<file path="src/design/jvsfr_pkg.sv">
package jvsfr_pkg;

  // Line framing bytes
  localparam logic [7:0] SYNC_BYTE = 8'hE0;
  localparam logic [7:0] MARK_BYTE = 8'hD0;

  // Configuration port geometry
  localparam int ADDR_W = 2;
  localparam int DATA_W = 32;

  // Register byte addresses
  localparam logic [ADDR_W-1:0] REG_HOST_ADDRESS = 2'd0;

  // Frame status codes, reported on the last byte
  typedef enum logic [2:0] {
    ST_OK     = 3'd0,
    ST_OTHER  = 3'd1,
    ST_BADSUM = 3'd2,
    ST_SHORT  = 3'd3,
    ST_EMPTY  = 3'd4
  } status_t;

endpackage

</file>
<file path="src/design/jvsfr_apb_regs.sv">
module jvsfr_apb_regs (
  input  logic                        clk,
  input  logic                        rst,
  input  logic                        psel,
  input  logic                        penable,
  input  logic                        pwrite,
  input  logic [jvsfr_pkg::ADDR_W-1:0] paddr,
  input  logic [jvsfr_pkg::DATA_W-1:0] pwdata,
  output logic [jvsfr_pkg::DATA_W-1:0] prdata,
  output logic                        pready,
  output logic [7:0]                  host_address
);
  import jvsfr_pkg::*;

  logic wr_en;
  logic reg_hit;

  // Decode the register address
  assign reg_hit   = (paddr == REG_HOST_ADDRESS);
  assign pready    = 1'b1;
  assign wr_en     = psel && penable && pwrite && pready;

  // Capture host address on a completed write transaction
  always_ff @(posedge clk) begin
    if (rst) begin
      host_address <= 8'h00;
    end else if (wr_en && reg_hit) begin
      host_address <= pwdata[7:0];
    end
  end

  // Return register contents on read
  always_comb begin
    prdata = '0;
    if (reg_hit) begin
      prdata = {{(DATA_W-8){1'b0}}, host_address};
    end
  end

endmodule

</file>
<file path="src/design/jvs_frame_receiver.sv">
// Output: a decoded byte appears at the output register in the cycle after its
//   line byte is accepted; sync, mark and out-of-frame bytes produce nothing.
// Throughput: one line byte per cycle, set by the single result register;
//   rx_ready falls only while a result is held and frame_ready is low.
// Reset (rst, synchronous): clears frame state, host_address to 0, empties
//   the output register.
module jvs_frame_receiver (
  input  logic                        clk,
  input  logic                        rst,
  input  logic                        psel,
  input  logic                        penable,
  input  logic                        pwrite,
  input  logic [jvsfr_pkg::ADDR_W-1:0] paddr,
  input  logic [jvsfr_pkg::DATA_W-1:0] pwdata,
  output logic [jvsfr_pkg::DATA_W-1:0] prdata,
  output logic                        pready,
  input  logic                        rx_valid,
  output logic                        rx_ready,
  input  logic [7:0]                  rx_byte,
  output logic                        frame_valid,
  input  logic                        frame_ready,
  output logic [7:0]                  frame_byte,
  output logic [8:0]                  position,
  output logic                        last,
  output logic [2:0]                  status
);
  import jvsfr_pkg::*;

  logic [7:0] host_address;

  jvsfr_apb_regs u_regs (
    .clk          (clk),
    .rst          (rst),
    .psel         (psel),
    .penable      (penable),
    .pwrite       (pwrite),
    .paddr        (paddr),
    .pwdata       (pwdata),
    .prdata       (prdata),
    .pready       (pready),
    .host_address (host_address)
  );

  // Frame state
  logic       in_frame, in_frame_next;
  logic       escape_pending, escape_pending_next;
  logic [8:0] byte_count, byte_count_next;
  logic [7:0] declared_length, declared_length_next;
  logic [7:0] running_sum, running_sum_next;
  logic       node_matches, node_matches_next;

  // Result of the current byte
  logic       rx_take;
  logic       emit;
  logic [7:0] dec_byte;
  logic [7:0] len_eff;
  logic       node_eff;
  logic       fin;
  status_t    stat_next;
  status_t    out_status;

  assign rx_ready = !frame_valid || frame_ready;
  assign rx_take  = rx_valid && rx_ready;

  // Decode one line byte
  always_comb begin
    in_frame_next        = in_frame;
    escape_pending_next  = escape_pending;
    byte_count_next      = byte_count;
    declared_length_next = declared_length;
    running_sum_next     = running_sum;
    node_matches_next    = node_matches;
    emit                 = 1'b0;
    dec_byte             = escape_pending ? rx_byte + 8'd1 : rx_byte;
    len_eff              = (byte_count == 9'd1) ? dec_byte : declared_length;
    node_eff             = (byte_count == 9'd0) ? (dec_byte == host_address) : node_matches;
    fin                  = (byte_count == ({1'b0, len_eff} + 9'd1));
    stat_next            = ST_OK;

    // Pick status in priority order
    if (len_eff == 8'd0) begin
      stat_next = ST_EMPTY;
    end else if (!node_eff) begin
      stat_next = ST_OTHER;
    end else if (running_sum != dec_byte) begin
      stat_next = ST_BADSUM;
    end else if (len_eff < 8'd2) begin
      stat_next = ST_SHORT;
    end

    if (rx_byte == SYNC_BYTE) begin
      in_frame_next        = 1'b1;
      escape_pending_next  = 1'b0;
      byte_count_next      = 9'd0;
      running_sum_next     = 8'd0;
      node_matches_next    = 1'b0;
      declared_length_next = 8'd0;
    end else if (!in_frame) begin
      // drop bytes between frames
    end else if (rx_byte == MARK_BYTE) begin
      escape_pending_next = 1'b1;
    end else begin
      emit                 = 1'b1;
      escape_pending_next  = 1'b0;
      declared_length_next = len_eff;
      node_matches_next    = node_eff;
      running_sum_next     = running_sum + dec_byte;
      byte_count_next      = byte_count + 9'd1;
      if (fin) begin
        in_frame_next = 1'b0;
      end
    end
  end

  // Advance frame state on each accepted byte
  always_ff @(posedge clk) begin
    if (rst) begin
      in_frame        <= 1'b0;
      escape_pending  <= 1'b0;
      byte_count      <= 9'd0;
      declared_length <= 8'd0;
      running_sum     <= 8'd0;
      node_matches    <= 1'b0;
    end else if (rx_take) begin
      in_frame        <= in_frame_next;
      escape_pending  <= escape_pending_next;
      byte_count      <= byte_count_next;
      declared_length <= declared_length_next;
      running_sum     <= running_sum_next;
      node_matches    <= node_matches_next;
    end
  end

  // Hold result valid until the downstream transaction completes
  always_ff @(posedge clk) begin
    if (rst) begin
      frame_valid <= 1'b0;
    end else if (rx_take) begin
      frame_valid <= emit;
    end else if (frame_ready) begin
      frame_valid <= 1'b0;
    end
  end

  // Load result payload
  always_ff @(posedge clk) begin
    if (rx_take && emit) begin
      frame_byte <= dec_byte;
      position   <= byte_count;
      last       <= fin;
      out_status <= fin ? stat_next : ST_OK;
    end
  end

  assign status = out_status;

`ifndef SYNTHESIS
  a_status_only_last: assert property (@(posedge clk) disable iff (rst)
    frame_valid && !last |-> out_status == ST_OK)
    else $error("status set on a byte that is not last");

  a_empty_on_length: assert property (@(posedge clk) disable iff (rst)
    frame_valid && last && out_status == ST_EMPTY |-> position == 9'd1)
    else $error("empty frame not ended on the length byte");

  a_node_not_last: assert property (@(posedge clk) disable iff (rst)
    frame_valid && position == 9'd0 |-> !last)
    else $error("frame ended on the node byte");

  a_sync_opens: assert property (@(posedge clk) disable iff (rst)
    rx_take && rx_byte == SYNC_BYTE |=> in_frame && byte_count == 9'd0 && !escape_pending)
    else $error("sync did not open a fresh frame");

  a_escape_in_frame: assert property (@(posedge clk) disable iff (rst)
    escape_pending |-> in_frame)
    else $error("escape pending outside a frame");
`endif

endmodule

</file>
<file path="config.mk">
export PLATFORM = sky130hd
export DESIGN_NAME = jvs_frame_receiver
export DESIGN_NICKNAME = d
export VERILOG_FILES = /design/src/design/jvsfr_pkg.sv /design/src/design/jvsfr_apb_regs.sv /design/src/design/jvs_frame_receiver.sv
export SDC_FILE = /design/constraint.sdc
export NUM_CORES = 1
export LEC_CHECK = 0
export ABC_AREA = 1
export BUFFER_PORTS_ARGS = -buffer_cell sky130_fd_sc_hd__buf_2
export CORE_MARGIN = 10
export CORE_UTILIZATION = 35
export CTS_CLUSTER_DIAMETER = 60
export CTS_CLUSTER_SIZE = 14
export DETAILED_ROUTE_END_ITERATION = 7
export HOLD_SLACK_MARGIN = 0.08
export SLEW_MARGIN = 5
export SYNTH_ARGS = -nofsm -noshare
export SYNTH_HDL_FRONTEND = slang
export SYNTH_HIERARCHICAL = 1
export SYNTH_SLANG_ARGS = --single-unit
</file>
<file path="constraint.sdc">
create_clock -name clk -period 4.3 [get_ports clk]
set_clock_uncertainty 0.15 [all_clocks]
set_input_delay 0.215 -clock clk [delete_from_list [all_inputs] [get_ports clk]]
set_output_delay 0.215 -clock clk [all_outputs]
set_load 0.05 [all_outputs]
</file>
==> results.txt, run 1 <==
The run finished with clean final reports. Setup repair after global routing left no endpoint under its margin. The share of the Yosys chip area taken by registers is between 30% and 40%. The arithmetic-cell share of the synthesized area counting full adders, half adders and majority gates is 5.228%. The via count of the first global-routing pass came to approximately 3200. The width of the die came out at 123.3 um. The count of port buffers added during placement came out at 55. After clock tree synthesis, the clock-pin slew on the worst setup and hold paths is about 0.06 ns.

In the routed design, unresolved DRC markers number 0. The count of pins on the block boundary is roughly 110. The deepest clock path buffer count came out at 2. The number of warning messages in the yosys log came out at 6. The remaining global-route overflow is 0. The global-route wire length before repair is roughly 15000 um.

The total leakage power is just over 2 nW. The slew at the pin closest to its max-slew limit came out at 0.6315 ns. The synthesized netlist devotes 7.105% of its cell area to compound gates. The average instance in the mapped netlist occupies 7.139 um^2. The arrival time at the worst endpoint is between 3 and 4 ns. The power density over cell area is around 280 nW/um^2. The register bit total from synthesis came out at 58. In this run the remaining antenna-violating nets after routing total 0. The aggregate negative setup slack is 0 ns. The synthesized netlist cell count is between 500 and 600. The path class of the lowest-slack min-delay path is in -> reg.

The worst register-to-register path has a setup slack of around 1.2 ns. The number of fill cells is around 1100. The number of synthesized flops with an enable pin is 21. The aggregate routed wire length is between 9000 and 10000 um. The count of max-cap constraint violations is 0. Of all cell types, the one taking the most synthesized area is sky130_fd_sc_hd__dfxtp_1. The later pin in the worst-skew pair is clocked with a latency of about 0.34 ns. The area share of the leading cell type in the synthesized netlist is about 20%. The die height came out at approximately 120 um.

The TritonCTS sink count is 58. STA puts the critical path data required time at approximately 4.3 ns. The final design area excluding fillers came out at roughly 4400 um^2. The initial standard-cell utilization of the core is around 36%. The count of nets after finishing came out at between 600 and 700. The detailed-route wire length per cell is roughly 13 um. The tree is rooted in a sky130_fd_sc_hd__clkbuf_8. Total power for the finished layout comes to between 1 and 1.5 mW. Global routing used 12.76% of the available tracks.

The post-CTS setup buffer count came out at 0. In this run the tightest slew margin relative to its limit is 57.62%. The worst register-to-register path begins at byte_count[1]$_SDFFE_PP0P_. The number of endpoints failing setup at the final stage is 0. The area added between synthesis and finish came out at 17.19%. sky130_fd_sc_hd__nand2_1 is the most common cell in the netlist.

The path with the worst hold slack has its endpoint at u_regs/host_address[3]$_SDFFE_PP0P_. Once detailed placement completed, the half-perimeter wirelength came to roughly 7400 um. The worst reg2reg path depth came out at 19. The die area came out at 15200 um^2. The fraction of the cycle the final worst path needs came out at around 73%.

For this run, the leading register cell type out of synthesis is sky130_fd_sc_hd__dfxtp_1. The average via count per standard cell came out at ~4.6. The worst setup path is captured at a flip-flop. The minimum clock period after layout came out at between 3 and 4 ns. The post-synth design cell area is 3734 um^2. The total inserted antenna cells came out at 0. The placed instances occupy a cell area of about 4100 um^2.

The destination of the worst register-to-register timing path is status[0]$_SDFFCE_PP0P_. The routed via count came out at 3379. Ranked by total cell area, the synthesized netlist is headed by sky130_fd_sc_hd__dfxtp_1, sky130_fd_sc_hd__edfxtp_1, sky130_fd_sc_hd__nand2_1, sky130_fd_sc_hd__inv_1, sky130_fd_sc_hd__nand3_1. After synthesis, the share of flip-flops with an asynchronous set or reset is 0%. The number of iterations in the first detailed-routing pass came out at 4. The count of routing violations after the opening detailed-route iteration came out at approximately 200. The type of the worst setup path is reg -> reg.

The start point of the worst hold path is paddr[1]. Counting instances in the post-synthesis netlist gives the leading cell types as sky130_fd_sc_hd__nand2_1, sky130_fd_sc_hd__inv_1, sky130_fd_sc_hd__nor2_1. The parity-gate share of the synthesized area counting xor and xnor cells came out at about 2.6%. The area taken by flip-flops and latches came out at approximately 1400 um^2. The final weighted congestion in routability-driven placement is 0.9116. Entering global routing, the biggest net connects 24 pins.

The synthesized netlist contains 44 unique library cells. The maximum fanout count along the critical path came out at 11. STA classifies the critical path startpoint as a flip-flop. The number of max-slew violations in the final report is 0. The minimum hold slack came out at approximately 0.15 ns. The number of clock buffers inserted by TritonCTS came out at 9. After floorplanning, the core was sized to cover 10370 um^2.

The achievable clock frequency is roughly 0.32 GHz. In this run, post-CTS repair resized a total of 0 instances. The multiplexer fraction of the synthesized cell area came out at 0%. The synthesized netlist devotes 34.18% of its cell area to simple gates. The row count came out at 37.

The number of antenna violations at the first check in global routing came out at 0. The number of hold-slack violations in the final timing report is 0. The proportion of layout cells with a drive suffix above 1 came out at 17.86%. The TritonCTS clock tree is built.

The count of H-tree levels built during CTS is 3. The combinational family with the most area after synthesis is simple AND/OR/NAND/NOR gates. The worst hold path was traced through 5 stages. Summing all multi-input logic gate instances after layout gives 1929 um^2. The peak supply drop came out at between 100 and 150 uV.
==> report_power, final <==
group	internal, mW	switching, mW
sequential	0.568	0.00171
combinational	0.0321	0.104
clock	0.320	0.215
total	0.920	0.320
==> placed cells by master (no fill, tap or decap), types with 6 or more instances in the layout <==
cell and instances:
sky130_fd_sc_hd__xor2_1 8, sky130_fd_sc_hd__buf_2 55, sky130_fd_sc_hd__nand2_2 10, sky130_fd_sc_hd__inv_2 7, sky130_fd_sc_hd__a21oi_1 13, sky130_fd_sc_hd__edfxtp_1 21, sky130_fd_sc_hd__conb_1 25, sky130_fd_sc_hd__dfxtp_1 37
sky130_fd_sc_hd__nor2_1 64, sky130_fd_sc_hd__ha_1 14, sky130_fd_sc_hd__o21ai_0 14, sky130_fd_sc_hd__dlygate4sd3_1 11, sky130_fd_sc_hd__nand2_1 121, sky130_fd_sc_hd__nand3_1 52, sky130_fd_sc_hd__inv_1 74, sky130_fd_sc_hd__clkbuf_8 9
sky130_fd_sc_hd__nor3_1 6, sky130_fd_sc_hd__nor2_2 10
==> metal layers <==
layer	wire, um	part of all wire (%)	track usage (%)
met5	0	0	0
met4	111	1.2	4.512
met3	508	5.4	2.644
met2	4376	46	20.71
met1	4480	47	16.45
==> worst max path at each step <==
stage | start | to | slack, ns | depth (start not counted)
floorplan | frame_valid$_SDFFE_PP0P_ | running_sum[5]$_SDFFE_PP0P_ | 1.16 | 10
global placement | byte_count[1]$_SDFFE_PP0P_ | status[0]$_SDFFCE_PP0P_ | 1.20 | 19
detailed placement | byte_count[1]$_SDFFE_PP0P_ | status[0]$_SDFFCE_PP0P_ | 1.19 | 19
CTS | byte_count[1]$_SDFFE_PP0P_ | status[0]$_SDFFCE_PP0P_ | 1.16 | 19
global route | byte_count[1]$_SDFFE_PP0P_ | status[1]$_SDFFCE_PP0P_ | 0.81 | 19
finish | byte_count[1]$_SDFFE_PP0P_ | status[0]$_SDFFCE_PP0P_ | 1.16 | 19
==> sequential cells by signal (all words and copies together) (netlist names) <==
signal	count
escape_pending	1
node_matches	1
declared_length	8
u_regs/host_address	8
in_frame	1
frame_valid	1
byte_count	9
position	9
frame_byte	8
status	3
running_sum	8
last	1
==> critical path, cell delays in order, from the launching register on <==
cell	delay, ns
sky130_fd_sc_hd__dfxtp_1	0.34
sky130_fd_sc_hd__inv_1	0.12
sky130_fd_sc_hd__ha_1	0.19
sky130_fd_sc_hd__nand2_1	0.06
sky130_fd_sc_hd__nor2_1	0.17
sky130_fd_sc_hd__nand2_1	0.29
sky130_fd_sc_hd__nand2_1	0.16
sky130_fd_sc_hd__nand2_2	0.10
sky130_fd_sc_hd__ha_1	0.32
sky130_fd_sc_hd__xnor2_1	0.15
sky130_fd_sc_hd__nand2_1	0.07
sky130_fd_sc_hd__nor2_1	0.08
sky130_fd_sc_hd__nand3_1	0.09
sky130_fd_sc_hd__nor2_1	0.12
sky130_fd_sc_hd__nand3_1	0.11
sky130_fd_sc_hd__nor2_2	0.11
sky130_fd_sc_hd__nand2_1	0.13
sky130_fd_sc_hd__inv_2	0.09
sky130_fd_sc_hd__nand2_2	0.05
sky130_fd_sc_hd__a21oi_2	0.09
==> timing repair <==
item                                    4_1_cts  5_1_grt
endpoints found under the setup margin        0        0
hold buffers                                 11        0
endpoints found under the hold margin        12        0
==> cell type report <==
| type | instances | share of cell area [%] |
|---|---|---|
| clock buffer | 9 | 2.831 |
| multi-input combinational | 377 | 44.09 |
| tap | 136 | 3.889 |
| inverter | 81 | 6.949 |
| sequential | 58 | 31.34 |
| clock inverter | 7 | 1.916 |
| timing repair buffer | 67 | 8.979 |
==> stage by stage <==
stage / utilization (%) / std cells / setup WS (ns)
final: 42.19 / 735 / 1.165
after global routing: 42.19 / 735 / 0.8145
after CTS: 42.19 / 735 / 1.161
after detailed placement: 39.13 / 708 / 1.193
after global placement: 39.13 / 708 / 1.197
after floorplan: - / 546 / 1.163
==> cell families after synthesis <==
family	count (synthesis)
compound gates	45
xor+xnor	11
fa+ha+maj	15
buf+inv	111
flops	58
other cells	2
simple gates	281
Note: power is estimated with default switching activity, not from simulation.
==> inputs of run 2 (changes only) <==
- clock period: 4.3 -> 3.2 ns (I/O delays scaled with it)
==> run 2 against run 1 <==
Against the previous run: clock-buffer cell count increased by 3; sequential cell count unchanged; combinational power increased by 38%; critical path type unchanged; core utilization about the same; wire length increased by 3.9%.
==> results.txt, run 2 (same netlist as run 1, synthesis figures left out) <==
The flow ran to the end, and the final reports show no timing, DRC or antenna violations. The filler cells instantiated in the layout total roughly 1100. The number of antenna violations at the first check in global routing came to 0. The routed layout has roughly 3500 vias. The width of the die came out at between 100 and 150 um. The via count of the first global-routing pass came out at around 3400. The clock network latency to the later pin of the worst-skew pair came out at approximately 0.34 ns. The number of clock buffers inserted by TritonCTS came out at 9. The worst reg2reg path depth came out at 19. The remaining max-slew budget at the tightest pin came out at between 60% and 70%. The deepest clock path buffer count came out at 2. The required time at the endpoint of the critical path came out at between 3 and 4 ns.

Static timing analysis puts the maximum clock frequency at around 0.34 GHz. The number of max-slew violations in the final report was 0. Across the whole layout, storage elements account for ~1400 um^2. The post-CTS setup buffer count came out at 0. Leaving out fill and tap cells, the most frequent cells in the layout are sky130_fd_sc_hd__nand2_1, sky130_fd_sc_hd__inv_1, sky130_fd_sc_hd__nor2_1.

The count of port buffers added during placement came out at 55. The core region area came out at 10370 um^2. The remaining global-route overflow is 0. At the end of the flow, the number of nets in the layout was between 600 and 700. In this run, flip-flops and latches consume about 50% of the power. The die covers ~15000 um^2. The first global-routing pass estimated around 16000 um of wire. The count of routing violations after the opening detailed-route iteration is 260. The hold path depth is 5. STA classifies the critical path startpoint as a flip-flop. The count of pins on the block boundary is about 110. In the final timing run, aggregate negative setup slack is 0 ns. After layout, the worst path uses between 90% and 100% of the clock period. The TritonCTS sink count came out at 58.

After clock tree synthesis, the clock-pin slew on the worst setup and hold paths is about 0.070 ns. The remaining design rule violation count is 0. The count of max-cap constraint violations is 0. The minimum clock period after layout came out at around 3 ns.

The row count came out at 37. In the final layout, the multi-input gates occupy 1932 um^2. The proportion of layout cells with a drive suffix above 1 came out at 18.51%. The peak supply drop is approximately 190 uV. Along the worst path, the maximum fanout reaches 6.

The setup path with the least slack is of type reg -> reg. In this run the remaining antenna-violating nets after routing total 0. The final weighted congestion in routability-driven placement is a little over 0.9.

The clock group share of total power came out at roughly two fifths. The largest registers in the layout are byte_count x9, position x9. Setup repair after global routing left no endpoint under its margin. The area added between synthesis and finish is 17.29%. The worst hold path belongs to the class in -> reg. The aggregate routed wire length came out at approximately 9800 um.

0 antenna diodes ended up in the layout. STA classifies the critical path endpoint as a flip-flop. The half-perimeter wire length after placement is 7654 um. The arrival time at the worst endpoint is 2.98 ns. The floorplan step set the die height to 123.3 um. TritonCTS built the clock tree. The detailed-route wire length per cell is ~13 um. The largest net degree at the start of global routing came out at 24. In this run the most critical hold path is launched from paddr[1]. The final worst-path setup slack came out at about 0.27 ns. The most common cell after layout, fill and taps aside is sky130_fd_sc_hd__nand2_1. The initial standard-cell utilization of the core came out at 36.00%.

The worst hold path terminates at u_regs/host_address[5]$_SDFFE_PP0P_. The average via count per standard cell is between 4 and 5. The number of iterations in the first detailed-routing pass is 7. The internal power component is 1.104 mW.

The overall routing resource usage is a little over an eighth. The switching power came out at roughly 440 uW. The total leakage power came out at between 2 and 2.5 nW. The minimum setup slack among reg-to-reg paths is roughly 0.27 ns. Net switching is between 20% and 30% of the power. The startpoint identified for the worst register-to-register timing path is byte_count[1]$_SDFFE_PP0P_. The launch point of the worst path is byte_count[1]$_SDFFE_PP0P_. Setup violations remaining at the end of the flow were counted as 0. The power density over cell area is 352.0 nW/um^2. The count of H-tree levels built during CTS is 3. The number of hold-slack violations in the final timing report came out at 0. The share of total power in combinational logic came out at roughly an eighth. The slew at the pin closest to its max-slew limit is approximately 0.51 ns. The minimum setup slack after placement came out at about 0.30 ns. The worst register-to-register path ends at status[0]$_SDFFCE_PP0P_.

The root buffer cell is sky130_fd_sc_hd__clkbuf_8.
-- run 2: cell types whose count changed in the layout (fill, tap and decap cells not counted), sizes merged --
cell    before  now
clkinv       5    4
buf         56   62
bufinv       2    0
clkbuf       9   12
-- run 2: worst max-delay path: stages (launching register included) --
cell and delay (ns):
sky130_fd_sc_hd__dfxtp_1 0.35, sky130_fd_sc_hd__inv_1 0.12, sky130_fd_sc_hd__ha_1 0.19, sky130_fd_sc_hd__nand2_1 0.06, sky130_fd_sc_hd__nor2_1 0.21, sky130_fd_sc_hd__nand2_2 0.14, sky130_fd_sc_hd__nand2_1 0.10, sky130_fd_sc_hd__nand2_2 0.09
sky130_fd_sc_hd__ha_1 0.31, sky130_fd_sc_hd__xnor2_1 0.15, sky130_fd_sc_hd__nand2_1 0.07, sky130_fd_sc_hd__nor2_1 0.08, sky130_fd_sc_hd__nand3_1 0.08, sky130_fd_sc_hd__nor2_1 0.11, sky130_fd_sc_hd__nand3_1 0.10, sky130_fd_sc_hd__nor2_2 0.11
sky130_fd_sc_hd__nand2_1 0.13, sky130_fd_sc_hd__inv_2 0.09, sky130_fd_sc_hd__nand2_2 0.05, sky130_fd_sc_hd__a21oi_2 0.10
-- run 2: power groups by stage --
stage                     logic (mW)  registers (mW)  clock network [mW]
after floorplan                0.154           0.781                   0
final                          0.188           0.765               0.589
after detailed placement       0.176           0.781                   0
after global placement         0.173           0.781                   0
after CTS                      0.186           0.765               0.598
after global routing           0.206           0.765               0.633
-- run 2: repair_timing --
action | in CTS | in global routing
gates resized for setup | 0 | 1
hold endpoints to repair | 12 | 0
hold buffers | 11 | 0
endpoints found under the setup margin | 0 | 2
-- run 2: area by class of cell --
| cell class | instances | area share [%] |
|---|---|---|
| clock inverters | 4 | 0.4286 |
| well taps | 136 | 3.886 |
| flip-flops and latches | 58 | 31.31 |
| multi-input cells | 377 | 44.11 |
| repair buffers | 73 | 10.00 |
| inverters | 81 | 6.943 |
| clock buffers | 12 | 3.314 |
-- run 2: worst max-delay path by stage --
| stage | endpoint | slack, ns | cells after the start |
|---|---|---|---|
| floorplan | running_sum[5]$_SDFFE_PP0P_ | 0.06 | 10 |
| global placement | status[0]$_SDFFCE_PP0P_ | 0.33 | 19 |
| detailed placement | status[0]$_SDFFCE_PP0P_ | 0.30 | 19 |
| CTS | status[0]$_SDFFCE_PP0P_ | 0.26 | 19 |
| global route | status[1]$_SDFFCE_PP0P_ | 0.002 | 19 |
| finish | status[0]$_SDFFCE_PP0P_ | 0.27 | 19 |
-- run 2: metrics by stage --
stage | utilization [%] | power, mW | std cells | hold WS [ns] | cell area, um^2
CTS | 42.21 | 1.549 | 741 | 0.08586 | 4377
finish | 42.23 | 1.542 | 741 | 0.09869 | 4379
global route | 42.23 | 1.603 | 741 | 0.1138 | 4379
global placement | 39.56 | 0.9538 | 714 | 0.3087 | 4103
floorplan | - | 0.9358 | 546 | 0.2291 | 3820
detailed placement | 39.56 | 0.9572 | 714 | 0.3147 | 4103
-- run 2: per-layer routing --
layer | track usage [%] | vias to the layer above | routed length (um)
met5 | 0 | - | 0
met4 | 5.750 | 0 | 163
met3 | 2.598 | 11 | 513
met2 | 21.80 | 95 | 4597
met1 | 16.44 | 1594 | 4571
li1 | - | 1776 | -
==> inputs of run 3 (changes only) <==
- PLACE_DENSITY: default -> 0.67
==> run 3 against run 2 <==
Against the previous run: worst hold slack got worse by 0.012 ns; worst setup slack improved by 0.093 ns; register-to-register slack improved by 0.09 ns; largest power group unchanged; power increased by 7.0%; first-iteration DRC count is 8.8% higher; wire length fell by 0.46%.
==> results.txt, run 3 (same netlist as run 1, synthesis figures left out) <==
The peak supply drop is around 160 uV. In the post-route analysis, the smallest setup slack over all paths is roughly 0.36 ns. The core region area is around 10000 um^2.

The post-route antenna net violation count is 0. The number of max-slew violations in the final report is 0. The number of clock buffers inserted by TritonCTS is 9. The via count of the first global-routing pass is 3469. STA classifies the critical path endpoint as a flip-flop.

The aggregate negative setup slack came out at 0 ns. The total inserted antenna cells came out at 0. The count of max-cap constraint violations came out at 0.

Derived from the worst setup path, the maximum achievable clock frequency is 0.3521 GHz. The maximum fanout count along the critical path is 4. Entering global routing, the biggest net connects 25 pins. For the pin with the worst max-slew slack, the measured transition is 0.5896 ns. The routed layout has approximately 3500 vias. The number of hold-slack violations in the final timing report came to 0. The die height is ~120 um. The sum of internal, switching and leakage power is approximately 1.6 mW. On the critical path, the stage with the largest delay is an instance of sky130_fd_sc_hd__dfxtp_1. The count of pins on the block boundary came out at 105.

The overall routing resource usage is 13.18%. The finished cells cover roughly 4500 um^2. The post-placement cell area is 4095 um^2.

The remaining global-route overflow came out at 0. The post-CTS setup buffer count is 0. The final weighted congestion in routability-driven placement came out at 0.8552. The post-route netlist has 18.76% of its cells at a drive strength greater than 1.

The aggregate routed wire length is between 9000 and 10000 um. The TritonCTS sink count is 58. Measured against its own limit, the worst slew margin works out to 60.28%.

Clock-pin slew was measured on the worst setup and hold paths at approximately 0.07 ns. The remaining design rule violation count came out at 0. Timing analysis after detailed placement gives a worst setup slack of ~0.36 ns.

For this design the ratio of total power to cell area is about 370 nW/um^2. The initial standard-cell utilization of the core is between 30% and 40%. The flow ran to the end, and the final reports show no timing, DRC or antenna violations. The minimum clock period after layout came out at about 2.8 ns. The row count came out at 37.

The deepest clock path buffer count came out at 2. TritonCTS built the clock tree. The fraction of the cycle the final worst path needs came out at ~89%. Leaving out fill and tap cells, the most frequent cell in the layout is sky130_fd_sc_hd__nand2_1. Final hold analysis gives a worst-case slack of around 0.087 ns. The type of the worst setup path is reg -> reg. The half-perimeter wire length after placement is ~7500 um.

The die covers approximately 15000 um^2. The path class of the lowest-slack min-delay path is in -> reg. The arrival time at the worst endpoint came out at approximately 2.9 ns.

The clock network latency to the later pin of the worst-skew pair came out at around 0.35 ns. Relative to the synthesized area, the layout overhead comes to 20.61%. The total leakage power came out at about 2.1 nW. The average via count per standard cell is approximately 4.7. The detailed-route wire length per cell is 13.08 um. The number of iterations in the first detailed-routing pass came out at 6. Leaving out fill and tap cells, the most frequent cells in the layout are sky130_fd_sc_hd__nand2_1, sky130_fd_sc_hd__inv_1, sky130_fd_sc_hd__nor2_1.

In this run the clock root is driven by a sky130_fd_sc_hd__clkbuf_8. The worst register-to-register path has a setup slack of around 0.36 ns. At the end of the flow, the number of nets in the layout was 672. The count of port buffers added during placement came out at 55.

The number of antenna violations at the first check in global routing came to 0. Setup repair after global routing left no endpoint under its margin. The number of fill cells is 1048. The count of routing violations after the opening detailed-route iteration is 283. The first global-routing pass estimated 16050 um of wire. The count of H-tree levels built during CTS is 3. The most frequent cell on the critical path is sky130_fd_sc_hd__nand2_1.

Walking the worst path, the cells encountered are inv_1 > ha_1 > nand2_1 > nor2_2 > nand3_1 > nand2_1 > ha_1 > nand3_1 > nor2_2 > nand3_1 > nand2_1 > nand2_1 > nand2_1 > nand2_1 > nor2_2 > nand2_1 > inv_2 > nand2_2 > a21oi_2. The die is 123.3 um wide. The largest registers in the layout are byte_count x9, position x9.

The worst setup path is launched from a flip-flop. Setup violations remaining at the end of the flow were counted as 0. The required time at the endpoint of the critical path came out at 3.26 ns.

The critical path's largest stage delay came out at between 0.3 and 0.4 ns.
run 3: per-layer routing:
metal / up-vias / track usage [%] / share of wire (%)
met5: - / 0 / 0
met4: 0 / 6.332 / 2.7
met3: 21 / 2.871 / 4.9
met2: 101 / 22.47 / 49
met1: 1637 / 15.39 / 44
li1: 1788 / - / -
run 3: worst paths after layout:
kind	depth (start not counted)	end	startpoint
setup / recovery	19	status[0]$_SDFFCE_PP0P_	byte_count[1]$_SDFFE_PP0P_
setup reg to reg	19	status[0]$_SDFFCE_PP0P_	byte_count[1]$_SDFFE_PP0P_
hold / removal	5	u_regs/host_address[0]$_SDFFE_PP0P_	paddr[0]
hold reg to reg	2	running_sum[0]$_SDFFE_PP0P_	running_sum[0]$_SDFFE_PP0P_
run 3: critical path, delay by kind of cell (launching register included):
| family | cells | cell delay, ns |
|---|---|---|
| simple gates | 14 | 1.50 |
| buf+inv | 2 | 0.21 |
| fa+ha+maj | 2 | 0.42 |
| compound gates | 1 | 0.09 |
| flops | 1 | 0.35 |
run 3: timing repair:
item / 4_1_cts / 5_1_grt
gates resized for setup: 0 / 2
hold buffers: 20 / 0
endpoints found under the hold margin: 12 / 0
setup endpoints to repair: 0 / 2
run 3: layout make-up:
class | count | area [um^2] | share of cell area, %
Clock inverter | 7 | 78.83 | 1.750
Sequential cell | 58 | 1371 | 30.45
Clock buffer | 9 | 123.9 | 2.751
Timing Repair Buffer | 81 | 520.5 | 11.56
Inverter | 81 | 304.0 | 6.752
Multi-Input combinational cell | 377 | 1934 | 42.96
Tap cell | 136 | 170.2 | 3.779
run 3: metrics by stage:
stage / utilization (%) / std cells
after floorplan: - / 546
after global placement: 39.49 / 713
after detailed placement: 39.49 / 713
after CTS: 43.38 / 749
after global routing: 43.42 / 749
final: 43.42 / 749
run 3: where the power goes:
group / internal [mW] / total, mW / switching [mW]
clock: 0.364 / 0.694 / 0.330
sequential: 0.762 / 0.765 / 0.00233
combinational: 0.0479 / 0.190 / 0.142
